[src/rtl/core/tcfm_pkg.sv]
// Shared constants, types and command/status structs for the frequency meter core.
package tcfm_pkg;

	localparam int SAMPLE_BITS = 10;
	localparam int TIME_BITS = 32;
	localparam int THRESH_BITS = 10;
	localparam int RATE_BITS = 32;
	localparam int FREQ_BITS = 32;
	localparam int ELAPSED_BITS = 32;
	localparam int CFG_DATA_BITS = 32;
	localparam int CFG_IDX_BITS = 1;

	// Compare width for sample against threshold
	localparam int CMP_BITS = (SAMPLE_BITS > THRESH_BITS) ? SAMPLE_BITS : THRESH_BITS;

	// Restoring divider: one quotient bit per step
	localparam int DIV_STEPS = RATE_BITS;
	localparam int STEP_CNT_BITS = $clog2(DIV_STEPS);
	localparam int REM_BITS = ((TIME_BITS > RATE_BITS) ? TIME_BITS : RATE_BITS) + 1;

	// Register indexes
	localparam logic [CFG_IDX_BITS-1:0] REG_THRESHOLD = 1'b0;
	localparam logic [CFG_IDX_BITS-1:0] REG_TICK_RATE = 1'b1;

	// Register reset values
	localparam logic [THRESH_BITS-1:0] THRESHOLD_RESET = THRESH_BITS'(512);
	localparam logic [RATE_BITS-1:0] TICK_RATE_RESET = RATE_BITS'(16000000);

	typedef struct packed {
		logic accept;
		logic step;
		logic load_out;
	} tcfm_cmd_t;

	typedef struct packed {
		logic crossing;
		logic out_free;
	} tcfm_sts_t;

endpackage

[src/rtl/core/tcfm_if.sv]
// Channel interfaces for sample items and frequency results.
interface tcfm_sample_if;
	import tcfm_pkg::*;

	logic valid;
	logic ready;
	logic [SAMPLE_BITS-1:0] sample;
	logic [TIME_BITS-1:0] timestamp;

	modport source (output valid, output sample, output timestamp, input ready);
	modport sink (input valid, input sample, input timestamp, output ready);
endinterface

interface tcfm_result_if;
	import tcfm_pkg::*;

	logic valid;
	logic ready;
	logic [FREQ_BITS-1:0] frequency_hz;
	logic [ELAPSED_BITS-1:0] elapsed_ticks;
	logic zero_interval;

	modport source (output valid, output frequency_hz, output elapsed_ticks,
		output zero_interval, input ready);
	modport sink (input valid, input frequency_hz, input elapsed_ticks,
		input zero_interval, output ready);
endinterface

[src/rtl/core/tcfm_ctrl.sv]
// Controller state machine: sequences accept, divide steps and result load.
module tcfm_ctrl (
	input  logic                clk,
	input  logic                arst_n,
	input  logic                in_valid,
	output logic                in_ready,
	input  tcfm_pkg::tcfm_sts_t sts,
	output tcfm_pkg::tcfm_cmd_t cmd
);
	import tcfm_pkg::*;

	localparam logic [1:0] ST_IDLE = 2'd0;
	localparam logic [1:0] ST_DIV  = 2'd1;
	localparam logic [1:0] ST_DONE = 2'd2;

	localparam logic [STEP_CNT_BITS-1:0] LAST_STEP = STEP_CNT_BITS'(DIV_STEPS - 1);

	logic [1:0] state_q;
	logic [1:0] state_d;
	logic [STEP_CNT_BITS-1:0] step_cnt_q;

	// Decode commands and next state
	always_comb begin
		state_d = state_q;
		in_ready = 1'b0;
		cmd = '0;
		unique case (state_q)
			ST_IDLE: begin
				in_ready = 1'b1;
				cmd.accept = in_valid;
				if (in_valid && sts.crossing) begin
					state_d = ST_DIV;
				end
			end
			ST_DIV: begin
				cmd.step = 1'b1;
				if (step_cnt_q == LAST_STEP) begin
					state_d = ST_DONE;
				end
			end
			ST_DONE: begin
				if (sts.out_free) begin
					cmd.load_out = 1'b1;
					state_d = ST_IDLE;
				end
			end
			default: begin
				state_d = ST_IDLE;
			end
		endcase
	end

	// Advance state and step counter
	always_ff @(posedge clk or negedge arst_n) begin
		if (!arst_n) begin
			state_q <= ST_IDLE;
			step_cnt_q <= '0;
		end else begin
			state_q <= state_d;
			if (cmd.step) begin
				step_cnt_q <= step_cnt_q + 1'b1;
			end else begin
				step_cnt_q <= '0;
			end
		end
	end

	a_start_div: assert property (@(posedge clk) disable iff (!arst_n)
		(state_q == ST_IDLE && in_valid && sts.crossing) |=>
		(state_q == ST_DIV && step_cnt_q == '0))
		else $error("crossing did not start divider");

	a_div_len: assert property (@(posedge clk) disable iff (!arst_n)
		(state_q == ST_DIV && step_cnt_q == LAST_STEP) |=> (state_q == ST_DONE))
		else $error("divider did not finish after last step");

	a_load_free: assert property (@(posedge clk) disable iff (!arst_n)
		cmd.load_out |-> sts.out_free)
		else $error("result loaded into full output register");

	a_done_hold: assert property (@(posedge clk) disable iff (!arst_n)
		(state_q == ST_DONE && !sts.out_free) |=> (state_q == ST_DONE))
		else $error("result dropped while output stalled");

endmodule

[src/rtl/core/tcfm_datapath.sv]
// Datapath: config registers, crossing detect, serial divider and output register.
module tcfm_datapath (
	input  logic                                 clk,
	input  logic                                 arst_n,
	input  logic                                 cfg_we,
	input  logic [tcfm_pkg::CFG_IDX_BITS-1:0]    cfg_idx,
	input  logic [tcfm_pkg::CFG_DATA_BITS-1:0]   cfg_wdata,
	input  logic [tcfm_pkg::SAMPLE_BITS-1:0]     sample,
	input  logic [tcfm_pkg::TIME_BITS-1:0]       timestamp,
	input  tcfm_pkg::tcfm_cmd_t                  cmd,
	output tcfm_pkg::tcfm_sts_t                  sts,
	output logic                                 out_valid,
	input  logic                                 out_ready,
	output logic [tcfm_pkg::FREQ_BITS-1:0]       frequency_hz,
	output logic [tcfm_pkg::ELAPSED_BITS-1:0]    elapsed_ticks,
	output logic                                 zero_interval
);
	import tcfm_pkg::*;

	logic [THRESH_BITS-1:0] threshold_q;
	logic [RATE_BITS-1:0] tick_rate_q;
	logic prev_above_q;
	logic [TIME_BITS-1:0] last_capture_q;

	logic [TIME_BITS-1:0] divisor_q;
	logic [ELAPSED_BITS-1:0] elapsed_q;
	logic zero_q;
	logic [RATE_BITS-1:0] quo_q;
	logic [REM_BITS-1:0] rem_q;

	logic out_valid_q;
	logic [FREQ_BITS-1:0] out_freq_q;
	logic [ELAPSED_BITS-1:0] out_elapsed_q;
	logic out_zero_q;

	logic above;
	logic crossing;
	logic [TIME_BITS-1:0] diff;
	logic [REM_BITS-1:0] divisor_ext;
	logic [REM_BITS-1:0] shifted;
	logic [REM_BITS-1:0] trial;
	logic fits;

	// Detect rising crossing and interval
	always_comb begin
		above = CMP_BITS'(sample) >= CMP_BITS'(threshold_q);
		crossing = !prev_above_q && above && (timestamp >= last_capture_q);
		diff = timestamp - last_capture_q;
	end

	// One restoring divide step
	always_comb begin
		divisor_ext = REM_BITS'(divisor_q);
		shifted = {rem_q[REM_BITS-2:0], quo_q[RATE_BITS-1]};
		trial = shifted - divisor_ext;
		fits = shifted >= divisor_ext;
	end

	assign sts.crossing = crossing;
	assign sts.out_free = !out_valid_q || out_ready;

	// Hold configuration registers
	always_ff @(posedge clk or negedge arst_n) begin
		if (!arst_n) begin
			threshold_q <= THRESHOLD_RESET;
			tick_rate_q <= TICK_RATE_RESET;
		end else if (cfg_we) begin
			unique case (cfg_idx)
				REG_THRESHOLD: threshold_q <= cfg_wdata[THRESH_BITS-1:0];
				REG_TICK_RATE: tick_rate_q <= cfg_wdata[RATE_BITS-1:0];
				default: ;
			endcase
		end
	end

	// Track crossing state and last capture
	always_ff @(posedge clk or negedge arst_n) begin
		if (!arst_n) begin
			prev_above_q <= 1'b0;
			last_capture_q <= '0;
		end else if (cmd.accept) begin
			prev_above_q <= above;
			if (crossing) begin
				last_capture_q <= timestamp;
			end
		end
	end

	// Load and iterate divider
	always_ff @(posedge clk) begin
		if (cmd.accept && crossing) begin
			divisor_q <= diff;
			elapsed_q <= ELAPSED_BITS'(diff);
			zero_q <= (diff == '0);
			quo_q <= tick_rate_q;
			rem_q <= '0;
		end else if (cmd.step) begin
			rem_q <= fits ? trial : shifted;
			quo_q <= {quo_q[RATE_BITS-2:0], fits};
		end
	end

	// Output register valid
	always_ff @(posedge clk or negedge arst_n) begin
		if (!arst_n) begin
			out_valid_q <= 1'b0;
		end else if (cmd.load_out) begin
			out_valid_q <= 1'b1;
		end else if (out_ready) begin
			out_valid_q <= 1'b0;
		end
	end

	// Output register payload; saturate on zero interval
	always_ff @(posedge clk) begin
		if (cmd.load_out) begin
			out_freq_q <= zero_q ? '1 : FREQ_BITS'(quo_q);
			out_elapsed_q <= elapsed_q;
			out_zero_q <= zero_q;
		end
	end

	assign out_valid = out_valid_q;
	assign frequency_hz = out_freq_q;
	assign elapsed_ticks = out_elapsed_q;
	assign zero_interval = out_zero_q;

endmodule

[src/rtl/core/threshold_crossing_frequency_meter_core.sv]
// Result: a rising crossing presents its result after its transfer, its 32 divide steps
// and the output load; the load waits while the output register holds an untaken result.
// Throughput: one sample per cycle between crossings; after a crossing the next sample
// transfers only once the one-bit-per-cycle restoring divider is done and its result loaded.
// Reset: arst_n clears crossing state, last capture and output valid, and sets
// threshold to 512 and tick rate to 16000000.
module threshold_crossing_frequency_meter_core (
	input  logic                               clk,
	input  logic                               arst_n,
	tcfm_sample_if.sink                        sample_ch,
	tcfm_result_if.source                      result_ch,
	input  logic                               cfg_we,
	input  logic [tcfm_pkg::CFG_IDX_BITS-1:0]  cfg_idx,
	input  logic [tcfm_pkg::CFG_DATA_BITS-1:0] cfg_wdata
);
	import tcfm_pkg::*;

	tcfm_cmd_t cmd;
	tcfm_sts_t sts;
	logic in_ready;

	// Sequence each transfer
	tcfm_ctrl u_ctrl (
		.clk      (clk),
		.arst_n   (arst_n),
		.in_valid (sample_ch.valid),
		.in_ready (in_ready),
		.sts      (sts),
		.cmd      (cmd)
	);

	assign sample_ch.ready = in_ready;

	// Compute crossing interval and frequency
	tcfm_datapath u_datapath (
		.clk           (clk),
		.arst_n        (arst_n),
		.cfg_we        (cfg_we),
		.cfg_idx       (cfg_idx),
		.cfg_wdata     (cfg_wdata),
		.sample        (sample_ch.sample),
		.timestamp     (sample_ch.timestamp),
		.cmd           (cmd),
		.sts           (sts),
		.out_valid     (result_ch.valid),
		.out_ready     (result_ch.ready),
		.frequency_hz  (result_ch.frequency_hz),
		.elapsed_ticks (result_ch.elapsed_ticks),
		.zero_interval (result_ch.zero_interval)
	);

endmodule
[src/flat_wrapper.sv]
// flat-port wrapper written by rule: the top's interface ports become plain ports
module threshold_crossing_frequency_meter_core_flat import tcfm_pkg::*;
  (clk, arst_n, cfg_we, cfg_idx, cfg_wdata, sample_ch_valid, sample_ch_sample, sample_ch_timestamp, sample_ch_ready, result_ch_valid, result_ch_frequency_hz, result_ch_elapsed_ticks, result_ch_zero_interval, result_ch_ready);
  tcfm_sample_if sample_ch_i ();
  tcfm_result_if result_ch_i ();
  input  logic clk;
  input  logic arst_n;
  input  logic cfg_we;
  input  logic [tcfm_pkg::CFG_IDX_BITS-1:0] cfg_idx;
  input  logic [tcfm_pkg::CFG_DATA_BITS-1:0] cfg_wdata;
  input wire logic [$bits(sample_ch_i.valid)-1:0] sample_ch_valid;
  input wire logic [$bits(sample_ch_i.sample)-1:0] sample_ch_sample;
  input wire logic [$bits(sample_ch_i.timestamp)-1:0] sample_ch_timestamp;
  output wire logic [$bits(sample_ch_i.ready)-1:0] sample_ch_ready;
  output wire logic [$bits(result_ch_i.valid)-1:0] result_ch_valid;
  output wire logic [$bits(result_ch_i.frequency_hz)-1:0] result_ch_frequency_hz;
  output wire logic [$bits(result_ch_i.elapsed_ticks)-1:0] result_ch_elapsed_ticks;
  output wire logic [$bits(result_ch_i.zero_interval)-1:0] result_ch_zero_interval;
  input wire logic [$bits(result_ch_i.ready)-1:0] result_ch_ready;
  assign sample_ch_i.valid = sample_ch_valid;
  assign sample_ch_i.sample = sample_ch_sample;
  assign sample_ch_i.timestamp = sample_ch_timestamp;
  assign sample_ch_ready = sample_ch_i.ready;
  assign result_ch_valid = result_ch_i.valid;
  assign result_ch_frequency_hz = result_ch_i.frequency_hz;
  assign result_ch_elapsed_ticks = result_ch_i.elapsed_ticks;
  assign result_ch_zero_interval = result_ch_i.zero_interval;
  assign result_ch_i.ready = result_ch_ready;
  threshold_crossing_frequency_meter_core u_core (.clk(clk), .arst_n(arst_n), .sample_ch(sample_ch_i), .result_ch(result_ch_i), .cfg_we(cfg_we), .cfg_idx(cfg_idx), .cfg_wdata(cfg_wdata));
endmodule
[config.mk]
export PLATFORM = sky130hd
export DESIGN_NAME = threshold_crossing_frequency_meter_core_flat
export DESIGN_NICKNAME = d
export VERILOG_FILES = /design/src/rtl/core/tcfm_pkg.sv /design/src/rtl/core/tcfm_if.sv /design/src/rtl/core/tcfm_ctrl.sv /design/src/rtl/core/tcfm_datapath.sv /design/src/rtl/core/threshold_crossing_frequency_meter_core.sv /design/src/flat_wrapper.sv
export SDC_FILE = /design/constraint.sdc
export NUM_CORES = 1
export LEC_CHECK = 0
export BUFFER_PORTS_ARGS = -buffer_cell sky130_fd_sc_hd__buf_4
export CORE_MARGIN = 10
export CORE_UTILIZATION = 64
export CTS_CLUSTER_SIZE = 8
export DETAILED_ROUTE_END_ITERATION = 6
export HOLD_SLACK_MARGIN = 0.05
export PLACE_DENSITY = 0.95
export SLEW_MARGIN = 20
export SYNTH_ARGS = -nofsm -noshare
export SYNTH_HDL_FRONTEND = slang
export SYNTH_HIERARCHICAL = 1
export SYNTH_SLANG_ARGS = --single-unit
[constraint.sdc]
create_clock -name clk -period 6.3 [get_ports clk]
set_input_delay 0.63 -clock clk [delete_from_list [all_inputs] [get_ports clk]]
set_output_delay 0.63 -clock clk [all_outputs]
set_load 0.005 [all_outputs]
# Word-level counts from Yosys, hierarchy flattened
# Index checks and enable logic that the tools add are counted.
[totals]
regBits = 245
latchBits = 0
ram_bits = 0
mem_bits_ro = 0
input_bits = 80
word_cells = 57
memories = 0
[classes]
add_sub_neg = 3
n_mul = 0
div = 0
n_lt_le_gt_ge = 3
n_eq_ne = 6
shift = 0
muxes = 15
bitwise = 1
reduce_logical = 15
[op_table]
columns = ["operator", "n"]
rows = [
  ["2-to-1 mux 32 bit", 3],
  ["subtractor 32 bit", 2],
  [">= comparator 33 x 32 -> 1 bit", 1],
  [">= comparator 32 bit", 1],
  ["logical NOT 32 bit", 1],
  [">= comparator 10 bit", 1],
  ["2-to-1 mux 1 bit", 7],
  ["2-to-1 mux 2 bit", 3],
  ["one-hot mux 2 bit (3 select lines)", 1],
  ["AND reduction 2 bit", 3],
  ["adder 5 x 1 -> 5 bit, second input constant", 1],
  ["== test 5 bit, second input constant", 1],
  ["2-to-1 mux 5 bit", 1],
  ["logical AND 1 bit", 4],
  ["inequality test 2 bit, second input constant", 2],
  ["nonzero test 2 bit", 2],
  ["AND reduction 3 bit", 1],
  ["== test 2 x 1 -> 1 bit, second input constant", 1],
  ["== test 2 bit, second input constant", 1],
  ["logical NOT 1 bit", 2],
  ["logical NOT 2 bit", 1],
  ["inequality test 2 x 1 -> 1 bit, second input constant", 1],
  ["logical OR 1 bit", 1],
  ["NOT 1 bit", 1],
]

# Logic depth before layout (Yosys ltp)
[logic_depth]
depth_word = 6
ltp_mapped = 16
mapped_depth_nobuf = 13

# Hierarchy
# Netlist, hierarchy kept.
[by_module_without_submodules]
columns = ["module", "instances", "cells_each", "area_each_um2"]
rows = [
  ["tcfm_datapath", 1, 1163, 12872.3],
  ["tcfm_ctrl", 1, 29, 326.6],
]

# Worst setup path before layout
# OpenSTA, ideal clock, no wires.
[synth_path]
path_type = "input -> register"
from = "input port sample_ch_timestamp[0]"
to = "register u_core.u_datapath.quo_q[0] (enable)"
arrival_ps = 3587
required_ps = 5906
setup_slack_ps = 2319
cell_stages = 14
n_path_buf = 2
cell_sequence = "inv_1 ha_1 fa_1 nand2b_1 a21oi_1 o21ai_1 a21oi_1 o2111ai_1 a21oi_1 o211ai_1 a211o_1 buf_2 buf_2 nand2b_1"
[synth_between]
elab_chain_cells = 4
[synth_rtl]
columns = ["item", "line_no", "rtl"]
rows = [
  ["from (decl)", "flat_wrapper.sv:13", "input wire logic [$bits(sample_ch_i.timestamp)-1:0] sample_ch_timestamp;"],
  [">= comparator 32 bit", "tcfm_datapath.sv:47", "crossing = !prev_above_q && above && (timestamp >= last_capture_q);"],
  ["logical AND 1 bit", "tcfm_datapath.sv:47", ""],
  ["logical AND 1 bit", "tcfm_datapath.sv:91", "if (cmd.accept && crossing) begin"],
  ["nonzero test 2 bit (no source line)", "-", ""],
  ["to (signal assigned)", "tcfm_datapath.sv:95", "quo_q <= tick_rate_q;"],
  ["to (signal assigned)", "tcfm_datapath.sv:99", "quo_q <= {quo_q[RATE_BITS-2:0], fits};"],
  ["to (decl)", "tcfm_datapath.sv:28", "logic [RATE_BITS-1:0] quo_q;"],
]
# Every way passes these cells.
# A chain may end at the register's enable or synchronous reset.

# Final worst setup path
[layout_path]
from = "register u_core.u_datapath.last_capture_q[0]"
to = "register u_core.u_datapath.quo_q[0] (enable)"
[layout_between]
elab_chain_cells = 4
[layout_rtl]
columns = ["item", "line_no", "rtl"]
rows = [
  ["from (decl)", "tcfm_datapath.sv:23", "logic [TIME_BITS-1:0] last_capture_q;"],
  ["from (signal assigned)", "tcfm_datapath.sv:84", "last_capture_q <= timestamp;"],
  [">= comparator 32 bit", "tcfm_datapath.sv:47", ""],
  ["logical AND 1 bit", "tcfm_datapath.sv:47", ""],
  ["logical AND 1 bit", "tcfm_datapath.sv:91", ""],
  ["nonzero test 2 bit (no source line)", "-", ""],
]
# Every way passes these cells.

==> metrics.yaml <==
drv_slew: 0
status: "complete, no violations"
leakagePower_nw: 6.73
gp_congestion: 0.920
stdcell_count: 1638
reg2reg_slack_ps: 2110
grt_pass1_wl_mm: 55.5
synth_edf_count: 130
tns_ps: 0
period_needed_ps: 4190
p_int_mw: 4.90
fp-row-count: 52
n_antenna_cell: 0
fin_crit_sh_pct: 66.5
drc: 0
wl_per_cell_um: 21.6
antenna_found_initial: 0
slew-limit-headroom_pct: 38.8
port-buffer-count: 146
grt_start_max_net_pins: 98
crit_arrival_ps: 4340
netlist_top_cells_area: "edfxtp_1, dfrtp_1, ha_1, mux2_2, dfxtp_1"
clock_sinks: 245
final-hold-violation-count: 0
synth_top_flop_cell: "edfxtp_1"
io_pins: 147
synth_fp_nets: 1350
hold-path-endpoint: "u_core/u_datapath/tick_rate_q[21]"
seq_power_share_pct: 31.7
insertion_delay_ps: 520
hp-start: "cfg_wdata[21]"
crit_family: "compound AO/OA/AOI/OAI gates"
drt-initial-drc-count: 1209
p_clk_share_pct: 22.2
cpMostUsedCell: "a21oi_1"
dp_hpwl_mm: 22.7
dp_slack_ps: 1930
cp-end-kind: "flip-flop"
start_kind: "flip-flop"
cts_tree: "done"
grt-ovfl-total: 0
rr_endpoint: "u_core/u_datapath/quo_q[0]"
max_stage_delay_ps: 550
worst_pin_slew_ps: 918
finalWorstSetupSlack_ps: 2110
numCtsBuffers: 36
crit_fanout: 64
start_util_pct: 65.2
crit_cells: 13
grtUsageTotal_pct: 25.7
reg2reg_depth: 13
ys.warnings.count: 6
yosysTopAreaCellShare_pct: 29.6
p_sw_mw: 3.18
fmax_mhz: 239
holdPathStages: 2
async_reset_ff_share_pct: 33.9
syn_area_per_cell_um2: 11.1
ys_types: 74
ir_drop_mv: 0.300
switching_share_pct: 39.3
power_frac_comb_pct: 46.0
slowest_stage: "a211o_4"
clk_pin_slew_ps: 50
power_mw: 8.08
syn_to_final_growth_pct: 18.0
worstPathRequired_ps: 6450
maxCapViolCount: 0
drive_gt1_share_pct: 24.3
crit_chain: "ha_1, fa_1, nand2b_1, a21oi_1, o21ai_1, a21oi_1, o2111ai_1, a21oi_1, o211ai_1, a211o_4, buf_16, nand2b_1, buf_4"
synth_seq_cells: 245
r2r_start: "u_core/u_datapath/last_capture_q[0]"
clockBufferDepth: 3
htreeDepth: 2
p_per_area_nw_per_um2: 518
synth_top_cell_by_area: "edfxtp_1"
setup_viol: 0
hold_class: "primary input to flip-flop"
syn_inst: 1192
ys_seq_area_share_pct: 50.2
critical_path_class: "flip-flop to flip-flop"
grt_pass1_vias: 10200
die_area_um2: 26800
place_inst: 1569
cp_num_buf_inv: 2
die_y_um: 164
root_buffer: "clkbuf_16"
drt_first_pass_iters: 7
die_x_um: 164
viasPerCell: 6.29
netlist_area_um2: 13200
finClkSkew_ps: 20.7
rsz0062_at_grt: "false"
final_nets: 1498
vias: 10300
postRouteWirelength_mm: 35.4
core_um2: 20200
drtAntennaViolNets: 0
-- synth_stat cells, drive strengths merged (7+ instances only) --
cell type and instances:
ha 76, dfstp 8, or2 33, edfxtp 130
xnor2 37, nand2b 18, mux2i 27, inv 103
dfrtp 75, a21oi 97, buf 25, nand3 18
nand4 7, and3 9, o21bai 8, nor2b 7
o21a 7, a211oi 13, nand2 59, a31oi 9
and2 8, a21o 31, nor3 14, clkbuf 21
nor2 51, xor2 15, dfxtp 32, mux2 97
o211ai 8, o21ai 83
-- state kept, by name, indices dropped and copies added, names as in the netlist --
name and count:
u_core/u_datapath/frequency_hz 32, u_core/u_datapath/threshold_q 10, u_core/u_datapath/tick_rate_q 32, u_core/u_datapath/out_valid 1, u_core/u_ctrl/step_cnt_q 5, u_core/u_datapath/last_capture_q 32
u_core/u_ctrl/state_q 2, u_core/u_datapath/zero_q 1, u_core/u_datapath/prev_above_q 1, u_core/u_datapath/rem_q 32, u_core/u_datapath/quo_q 32, u_core/u_datapath/elapsed_ticks 32
u_core/u_datapath/zero_interval 1, u_core/u_datapath/elapsed_q 32
-- worst max-delay path by stage --
stage                                         from                          end  slack, ps
2_1_floorplan               sample_ch_timestamp[0]   u_core/u_datapath/quo_q[0]       2320
6_report       u_core/u_datapath/last_capture_q[0]   u_core/u_datapath/quo_q[0]       2110
3_5_place_dp                sample_ch_timestamp[0]  u_core/u_datapath/quo_q[28]       1930
5_1_grt        u_core/u_datapath/last_capture_q[0]   u_core/u_datapath/quo_q[7]       1920
4_1_cts        u_core/u_datapath/last_capture_q[0]   u_core/u_datapath/quo_q[1]       2090
3_3_place_gp                sample_ch_timestamp[0]  u_core/u_datapath/quo_q[20]       1990
-- per-stage QoR --
step / area (um2) / util, % / hold WS (ps)
finish: 15600 / 77.0 / 346
global route: 15600 / 77.0 / 344
global placement: 14500 / 71.5 / 433
floorplan: 13200 / - / 334
CTS: 15500 / 76.8 / 336
detailed placement: 14500 / 71.5 / 445
-- per-layer routing --
metal | GRT usage [%] | routed length [um]
met1 | 31.2 | 13400
met2 | 44.2 | 17900
met3 | 5.03 | 2680
met4 | 9.83 | 1370
met5 | 0 | 0
-- repair_timing --
action,in CTS,in global routing
gates resized for setup,0,0
hold buffers,1,0
buffers inserted,0,0
hold endpoints to repair,15,0
endpoints found under the setup margin,0,0
-- logic make-up (layout without fill, tap and decap cells) --
group / Yosys count / after routing / synth area share (%)
compound gates: 295 / 295 / 14.0
simple gates: 249 / 249 / 9.75
flops: 245 / 245 / 50.2
buf+inv: 149 / 325 / 4.72
mux: 124 / 124 / 10.4
fa+ha+maj: 78 / 78 / 7.51
xor+xnor: 52 / 52 / 3.45
-- placed cells by master (no fill, tap or decap), types with 11 or more instances in the layout --
master,instances
xnor2_1,37
ha_1,76
inv_1,103
dfrtp_1,75
or2_2,33
nor3_1,14
a21oi_1,94
edfxtp_1,130
mux2_2,77
nand3_1,18
clkbuf_16,36
o21ai_1,11
dfxtp_1,32
mux2_1,18
mux2i_1,27
nand2_1,59
nor2_1,51
o21ai_0,72
a211oi_1,12
a21o_1,31
buf_4,153
nand2b_1,18
xor2_1,15
clkbuf_1,26
-- final cells by class --
| class | count | area, um2 |
|---|---|---|
| clock buffer | 63 | 1010 |
| clock inverter | 3 | 45.0 |
| fill | 1205 | 4660 |
| inverter | 103 | 387 |
| multi-input combinational | 798 | 5970 |
| sequential | 245 | 6630 |
| tap | 270 | 338 |
| timing repair buffer | 156 | 1200 |
-- power groups by stage --
stage	clock network, mW	logic [mW]	registers (mW)
finish	1.79	3.72	2.56
global route	1.89	4.03	2.59
floorplan	0	2.79	2.44
detailed placement	0	3.45	2.55
CTS	1.81	3.59	2.55
global placement	0	3.29	2.51
No activity file was read; power rests on OpenSTA's default activity.
